File: src/rtl/bsm_pkg.sv
// ----------------------------------------------------------------------------
// Byte-string midpoint package
// Shared constants, payload structs, sequencer states and step unit types.
// ----------------------------------------------------------------------------
package bsm_pkg;

   localparam int BYTE_W          = 8;
   localparam int KEY_LEN_DEFAULT = 64;

   typedef struct packed {
      logic [BYTE_W-1:0] byte_a;
      logic              has_a;
      logic [BYTE_W-1:0] byte_b;
      logic              has_b;
      logic              plus_one;
      logic              last;
   } req_type;

   typedef struct packed {
      logic [BYTE_W-1:0] mid_byte;
      logic              last_byte;
      logic              empty_res;
      logic              truncated;
   } rsp_type;

   typedef enum logic [2:0] {
      ST_LOAD,
      ST_START,
      ST_RD,
      ST_EX,
      ST_FIN,
      ST_ERD,
      ST_EMIT,
      ST_EMPTY
   } state_type;

   typedef struct packed {
      logic [BYTE_W-1:0] a;
      logic [BYTE_W-1:0] b;
      logic              cin;
      logic [BYTE_W-1:0] prev;
      logic              inc;
      logic              fin;
   } step_in_type;

   typedef struct packed {
      logic [BYTE_W-1:0] sum;
      logic              cout;
      logic [BYTE_W-1:0] mid;
      logic              inc_out;
   } step_out_type;

endpackage

File: src/rtl/byte_string_midpoint.sv
// ----------------------------------------------------------------------------
// Byte-string midpoint
// Loads two keys one position per request, then runs a shared byte step unit
// down the stored keys and emits the midpoint most significant byte first.
// ----------------------------------------------------------------------------
// Sequencing: requests are taken only in ST_LOAD. After the last request the single
//   step unit walks the keys through ST_RD and ST_EX, one registered key RAM read per
//   position, then ST_FIN; each result then takes a registered midpoint RAM read in
//   ST_ERD and is loaded in ST_EMIT once the output register is ready.
// Reset: synchronous; clears the sequencer, counters and overflow flag. The
//   key and midpoint RAMs are not cleared; only written positions are read.
module byte_string_midpoint
   import bsm_pkg::*;
#(
   parameter int MAX_KEY_LEN = KEY_LEN_DEFAULT
)(
   input  logic    clock,
   input  logic    reset,
   input  logic    req_valid,
   output logic    req_stall,
   input  req_type req_data,
   output logic    rsp_valid,
   input  logic    rsp_stall,
   output rsp_type rsp_data
);

   localparam int AW = (MAX_KEY_LEN > 1) ? $clog2(MAX_KEY_LEN) : 1;
   localparam int CW = $clog2(MAX_KEY_LEN + 1);
   localparam logic [CW-1:0] LEN_MAX = CW'(MAX_KEY_LEN);

   logic [2*BYTE_W-1:0] key_mem_ff [MAX_KEY_LEN];
   logic [BYTE_W-1:0]   mid_mem_ff [MAX_KEY_LEN];

   state_type           state_ff, state_in;
   logic [CW-1:0]       pos_ff, pos_in;
   logic [CW-1:0]       len_a_ff, len_a_in;
   logic [CW-1:0]       len_b_ff, len_b_in;
   logic                ovf_ff, ovf_in;
   logic                inc_ff, inc_in;
   logic [AW-1:0]       k_ff, k_in;
   logic [AW-1:0]       last_idx_ff, last_idx_in;
   logic                first_ff, first_in;
   logic                carry_ff, carry_in;
   logic [BYTE_W-1:0]   prev_ff, prev_in;
   logic                inc_c_ff, inc_c_in;
   logic [2*BYTE_W-1:0] key_rd_ff;
   logic [BYTE_W-1:0]   mid_rd_ff;

   logic                key_we;
   logic [2*BYTE_W-1:0] key_wdata;
   logic                key_re;
   logic                mid_we;
   logic [AW-1:0]       mid_waddr;
   logic [BYTE_W-1:0]   mid_wdata;
   logic                mid_re;
   logic [CW-1:0]       n_len;
   logic [CW-1:0]       n_m1;
   step_in_type         step_i;
   step_out_type        step_o;
   logic                out_load;
   logic                out_ready;
   rsp_type             out_data;

   bsm_step u_step (
      .step_i (step_i),
      .step_o (step_o)
   );

   bsm_out u_out (
      .clock     (clock),
      .reset     (reset),
      .load      (out_load),
      .load_data (out_data),
      .ready     (out_ready),
      .rsp_valid (rsp_valid),
      .rsp_stall (rsp_stall),
      .rsp_data  (rsp_data)
   );

   assign req_stall = (state_ff != ST_LOAD);

   always_comb begin
      n_len = (len_a_ff > len_b_ff) ? len_a_ff : len_b_ff;
      n_m1  = n_len - CW'(1);
   end

   always_comb begin
      state_in    = state_ff;
      pos_in      = pos_ff;
      len_a_in    = len_a_ff;
      len_b_in    = len_b_ff;
      ovf_in      = ovf_ff;
      inc_in      = inc_ff;
      k_in        = k_ff;
      last_idx_in = last_idx_ff;
      first_in    = first_ff;
      carry_in    = carry_ff;
      prev_in     = prev_ff;
      inc_c_in    = inc_c_ff;
      key_we      = 1'b0;
      key_wdata   = {(req_data.has_a ? req_data.byte_a : {BYTE_W{1'b0}}),
                     (req_data.has_b ? req_data.byte_b : {BYTE_W{1'b0}})};
      key_re      = 1'b0;
      mid_we      = 1'b0;
      mid_waddr   = k_ff + AW'(1);
      mid_wdata   = step_o.mid;
      mid_re      = 1'b0;
      out_load    = 1'b0;
      out_data    = '0;
      step_i.a    = key_rd_ff[2*BYTE_W-1:BYTE_W];
      step_i.b    = key_rd_ff[BYTE_W-1:0];
      step_i.cin  = carry_ff;
      step_i.prev = prev_ff;
      step_i.inc  = inc_c_ff;
      step_i.fin  = 1'b0;

      unique case (state_ff)
         ST_LOAD: begin
            if (req_valid) begin
               if (pos_ff < LEN_MAX) begin
                  key_we = 1'b1;
                  pos_in = pos_ff + CW'(1);
                  if (req_data.has_a) begin
                     len_a_in = pos_ff + CW'(1);
                  end
                  if (req_data.has_b) begin
                     len_b_in = pos_ff + CW'(1);
                  end
               end else if (req_data.has_a || req_data.has_b) begin
                  ovf_in = 1'b1;
               end
               if (req_data.last) begin
                  inc_in   = req_data.plus_one;
                  state_in = ST_START;
               end
            end
         end
         ST_START: begin
            if (n_len == '0) begin
               state_in = ST_EMPTY;
            end else begin
               k_in        = n_m1[AW-1:0];
               last_idx_in = n_m1[AW-1:0];
               first_in    = 1'b1;
               carry_in    = 1'b0;
               inc_c_in    = inc_ff;
               state_in    = ST_RD;
            end
         end
         ST_RD: begin
            key_re   = 1'b1;
            state_in = ST_EX;
         end
         ST_EX: begin
            prev_in  = step_o.sum;
            carry_in = step_o.cout;
            first_in = 1'b0;
            if (!first_ff) begin
               mid_we   = 1'b1;
               inc_c_in = step_o.inc_out;
            end
            if (k_ff == '0) begin
               state_in = ST_FIN;
            end else begin
               k_in     = k_ff - AW'(1);
               state_in = ST_RD;
            end
         end
         ST_FIN: begin
            step_i.a    = '0;
            step_i.b    = '0;
            step_i.fin  = 1'b1;
            mid_we      = 1'b1;
            mid_waddr   = '0;
            k_in        = '0;
            state_in    = ST_ERD;
         end
         ST_ERD: begin
            mid_re   = 1'b1;
            state_in = ST_EMIT;
         end
         ST_EMIT: begin
            if (out_ready) begin
               out_load           = 1'b1;
               out_data.mid_byte  = mid_rd_ff;
               out_data.last_byte = (k_ff == last_idx_ff);
               out_data.empty_res = 1'b0;
               out_data.truncated = ovf_ff;
               if (k_ff == last_idx_ff) begin
                  pos_in   = '0;
                  len_a_in = '0;
                  len_b_in = '0;
                  ovf_in   = 1'b0;
                  state_in = ST_LOAD;
               end else begin
                  k_in     = k_ff + AW'(1);
                  state_in = ST_ERD;
               end
            end
         end
         ST_EMPTY: begin
            if (out_ready) begin
               out_load           = 1'b1;
               out_data.mid_byte  = '0;
               out_data.last_byte = 1'b1;
               out_data.empty_res = 1'b1;
               out_data.truncated = ovf_ff;
               pos_in             = '0;
               len_a_in           = '0;
               len_b_in           = '0;
               ovf_in             = 1'b0;
               state_in           = ST_LOAD;
            end
         end
         default: begin
            state_in = ST_LOAD;
         end
      endcase
   end

   always_ff @(posedge clock) begin
      if (reset) begin
         state_ff <= ST_LOAD;
         pos_ff   <= '0;
         len_a_ff <= '0;
         len_b_ff <= '0;
         ovf_ff   <= 1'b0;
      end else begin
         state_ff <= state_in;
         pos_ff   <= pos_in;
         len_a_ff <= len_a_in;
         len_b_ff <= len_b_in;
         ovf_ff   <= ovf_in;
      end
   end

   always_ff @(posedge clock) begin
      inc_ff      <= inc_in;
      k_ff        <= k_in;
      last_idx_ff <= last_idx_in;
      first_ff    <= first_in;
      carry_ff    <= carry_in;
      prev_ff     <= prev_in;
      inc_c_ff    <= inc_c_in;
   end

   always_ff @(posedge clock) begin
      if (key_we) begin
         key_mem_ff[pos_ff[AW-1:0]] <= key_wdata;
      end
      if (key_re) begin
         key_rd_ff <= key_mem_ff[k_ff];
      end
   end

   always_ff @(posedge clock) begin
      if (mid_we) begin
         mid_mem_ff[mid_waddr] <= mid_wdata;
      end
      if (mid_re) begin
         mid_rd_ff <= mid_mem_ff[k_ff];
      end
   end

endmodule

File: src/rtl/bsm_step.sv
// ----------------------------------------------------------------------------
// Byte-string midpoint step unit
// One byte of add, halve and increment, shared across every position.
// ----------------------------------------------------------------------------
module bsm_step
   import bsm_pkg::*;
(
   input  step_in_type  step_i,
   output step_out_type step_o
);

   logic [BYTE_W:0]   sum_w;
   logic [BYTE_W:0]   mid_w;
   logic              top_bit;
   logic [BYTE_W-1:0] half;

   always_comb begin
      sum_w   = {1'b0, step_i.a} + {1'b0, step_i.b} + {{BYTE_W{1'b0}}, step_i.cin};
      top_bit = step_i.fin ? step_i.cin : sum_w[0];
      half    = {top_bit, step_i.prev[BYTE_W-1:1]};
      mid_w   = {1'b0, half} + {{BYTE_W{1'b0}}, step_i.inc};
      step_o.sum     = sum_w[BYTE_W-1:0];
      step_o.cout    = sum_w[BYTE_W];
      step_o.mid     = mid_w[BYTE_W-1:0];
      step_o.inc_out = mid_w[BYTE_W];
   end

endmodule

File: src/rtl/bsm_out.sv
// ----------------------------------------------------------------------------
// Byte-string midpoint output register
// Holds one result until the downstream side takes it.
// ----------------------------------------------------------------------------
module bsm_out
   import bsm_pkg::*;
(
   input  logic    clock,
   input  logic    reset,
   input  logic    load,
   input  rsp_type load_data,
   output logic    ready,
   output logic    rsp_valid,
   input  logic    rsp_stall,
   output rsp_type rsp_data
);

   logic    valid_ff;
   logic    valid_in;
   rsp_type data_ff;

   always_comb begin
      ready    = !valid_ff || !rsp_stall;
      valid_in = load ? 1'b1 : (valid_ff && rsp_stall);
   end

   always_ff @(posedge clock) begin
      if (reset) begin
         valid_ff <= 1'b0;
      end else begin
         valid_ff <= valid_in;
      end
   end

   always_ff @(posedge clock) begin
      if (load) begin
         data_ff <= load_data;
      end
   end

   assign rsp_valid = valid_ff;
   assign rsp_data  = data_ff;

endmodule

File: config.mk
export PLATFORM = sky130hd
export DESIGN_NAME = byte_string_midpoint
export DESIGN_NICKNAME = d
export VERILOG_FILES = /design/src/rtl/bsm_pkg.sv /design/src/rtl/byte_string_midpoint.sv /design/src/rtl/bsm_step.sv /design/src/rtl/bsm_out.sv
export SDC_FILE = /design/constraint.sdc
export NUM_CORES = 2
export LEC_CHECK = 0
export ABC_AREA = 1
export BUFFER_PORTS_ARGS = -buffer_cell sky130_fd_sc_hd__buf_2
export CAP_MARGIN = 30
export CORE_AREA = 2 2 349 420
export DETAILED_ROUTE_END_ITERATION = 7
export DIE_AREA = 0 0 351 422
export SLEW_MARGIN = 20
export SYNTH_ARGS = -nofsm -noshare
export SYNTH_HDL_FRONTEND = slang
export SYNTH_SLANG_ARGS = --single-unit
File: constraint.sdc
create_clock -name clock -period 11.1 [get_ports clock]
set_input_delay 2.22 -clock clock [delete_from_list [all_inputs] [get_ports clock]]
set_output_delay 2.22 -clock clock [all_outputs]
set_load 0.05 [all_outputs]
==> reports/qor.yml <==
nFillCells: 12300
timing.rr.end: "key_rd_ff[15]"
route.met2.wl_um: 87300
internal_power_mw: 11.9
drtAntennaViolNets: 0
synthCells: 4959
synth_cell_types: 47
cts_num_sinks: 1620
die-area_um2: 148000
min_path_cells: 2
clk_path_buf_depth: 3
wirelength_um: 180000
synth_edf_count: 1594
synth_compound_area_frac: 0.113
wl_met1_um: 72700
synthSimpleGateAreaFrac: 0.101
ff2ff_path_depth: 9
syn_area_um2: 64600
die_width_um: 351
rsz0062_at_grt: "false"
syn_area_per_cell_um2: 13.0
pin_count: 37
outcome: "completed"
holdBufCountCts: 0
seqCellArea_um2: 48400
clk_pin_slew_worst_paths_ps: 60
ys_seq_elements: 1620
io_buffers: 36
synth_top_area_share: 0.741
p_seq_frac: 0.383
slew_headroom: 0.256
p_sw_frac: 0.388
grt_max_degree: 184
min_period_over_period: 0.402
nets: 4997
switching_power_mw: 7.55
fin_skew_ps: 42.5
grt_pass1_wl_um: 264000
power_mw: 19.5
cts_buffers: 159
hold_viol: 0
place_inst: 6716
htreeDepth: 4
initial_core_util: 0.448
synth-xor-area-share: 0.00298
insertion_delay_ps: 790
power.leakage_nw: 23.1
area_delta_synth_final_pct: 11.4
cellPowerDensity_nw_per_um2: 270
reg2reg_slack_ps: 6640
ir_worst_vdd_v: 0.000385
power.share.combinational: 0.353
min-delay-start: "len_b_ff[2]"
synth_area_leaders: "edfxtp_1 (74%), o21ai_0 (5.6%), nor2_1 (5.2%)"
setup_tns_ps: 0
p_clk_frac: 0.264
cts_root_buffer: "clkbuf_16"
dp_hpwl_um: 103000
hold_class: "reg -> reg"
multi_input_area_um2: 14600
finalMaxSlewViolations: 0
finalSetupViolCount: 0
synth_warnings: 0
synth_top_family_by_area: "compound AO/OA/AOI/OAI gates"
finalNonFillerCells: 7014
drtIter0Drc: 4602
vias: 41000
drt_pass1_iterations: 6
start_kind: "flop"
rows: 153
yosysTopAreaCell: "edfxtp_1"
viasPerCell: 5.84
wl_per_cell_um: 25.7
gp_congestion: 0.887
cp.required_ps: 11750
grtUsageTotal: 0.242
synth_mux_area_frac: 0
path_class: "reg -> reg"
maxCapViolations: 0
grt_overflow: 0
final_common_cell: "edfxtp_1"
wl_met3_um: 11800
layout_common_cells: "edfxtp_1 (1,594), nor2_1 (862), o21ai_0 (721), nand2_1 (421), nand3_1 (211)"
synth_fp_nets: 5006
min_to: "len_b_ff[2]"
crit_path_end_kind: "flop"
drive_above_1_share: 0.0916
ys.flop_type: "edfxtp_1"
period_needed_ps: 4460
grt_pass1_vias: 39100
path_max_fanout: 129
max_freq_mhz: 224
async_flop_share: 0
drc: 0
top_layer: "met4"
synth-adder-area-share: 0.00469
cts_resized: 0
tritoncts: "yes"
die_y_um: 422
worst_pin_slew_ps: 1120
antenna_found_initial: 2
rr_startpoint: "k_ff[1]"
postCtsSetupBuffers: 0
coreArea_um2: 144000
antenna_cells: 0
yosysSeqAreaShare: 0.750
arrival_ps: 5110
-- cells in the mapped netlist (13+ instances only) --
master / number
inv_1: 97
o221ai_1: 131
xor2_1: 13
o22ai_1: 201
nand4_1: 38
o21ai_0: 721
o211ai_1: 74
nor2_1: 895
a21oi_1: 79
clkbuf_1: 208
nand3_1: 211
a221oi_1: 20
buf_1: 16
nand2_1: 421
edfxtp_1: 1594
dfxtp_1: 26
ha_1: 21
buf_2: 86
-- stage by stage --
stage / cell area, µm² / setup WS (ps) / utilization / hold WS (ps)
detailed placement: 66900 / 6300 / 0.464 / 473
global placement: 66800 / 6320 / 0.464 / 471
global route: 71900 / 6460 / 0.499 / 496
CTS: 71800 / 6700 / 0.498 / 481
floorplan: 64600 / 7130 / - / 435
finish: 71900 / 6640 / 0.499 / 483
-- final cells by class --
class	count	share of cell area
inverter	110	0.00605
timing repair buffer	154	0.0171
clock buffer	197	0.0588
multi-input combinational	2905	0.203
tap	1937	0.0337
sequential	1620	0.673
clock inverter	91	0.00922
-- worst max-delay path, stage by stage, from the launching register on --
cell and delay [ps]:
edfxtp_1 490, inv_8 530, buf_4 590, buf_4 710
nand3_1 140, nand2_1 110, a221oi_1 70, o221ai_1 900
nand3_1 350, nand3_1 160
-- metal layers --
| metal | up-vias | track usage |
|---|---|---|
| met3 | 368 | 0.0348 |
| met4 | 0 | 0.113 |
| met1 | 20500 | 0.325 |
| li1 | 18400 | - |
| met5 | - | 0 |
| met2 | 1668 | 0.390 |
-- registers in the layout, summed over array words and instances, names as in the netlist, 3 cells and up --
register        flops
k_ff                6
key_mem_ff       1024
key_rd_ff          16
last_idx_ff         6
len_a_ff            7
len_b_ff            7
mid_mem_ff        512
mid_rd_ff           8
pos_ff              7
prev_ff             7
state_ff            3
u_out.rsp_data     11
-- how the worst max path moves through the flow --
| stage | from | to | slack [ps] | depth (start not counted) |
|---|---|---|---|---|
| detailed placement | req_valid | key_mem_ff[24][5] | 6300 | 5 |
| global placement | req_valid | key_mem_ff[9][1] | 6320 | 5 |
| global route | k_ff[0] | key_rd_ff[6] | 6460 | 10 |
| floorplan | req_valid | key_mem_ff[16][0] | 7130 | 4 |
| finish | k_ff[1] | key_rd_ff[15] | 6640 | 9 |
| CTS | state_ff[2] | req_stall | 6700 | 5 |
-- power by group through the flow --
stage / sequential, mW / combinational (mW) / clock [mW]
after floorplan: 7.55 / 4.32 / 0
after global placement: 7.57 / 6.71 / 0
after detailed placement: 7.57 / 6.79 / 0
after CTS: 7.44 / 6.80 / 5.20
after global routing: 7.46 / 7.45 / 5.43
final: 7.45 / 6.87 / 5.14
-- cell families (layout without fill, tap and decap cells) --
group,Yosys count,after routing
buf+inv,434,552
fa+ha+maj,23,23
xor+xnor,22,22
flops,1620,1620
simple gates,1607,1607
compound gates,1253,1253
(Power assumes the default switching activity.)
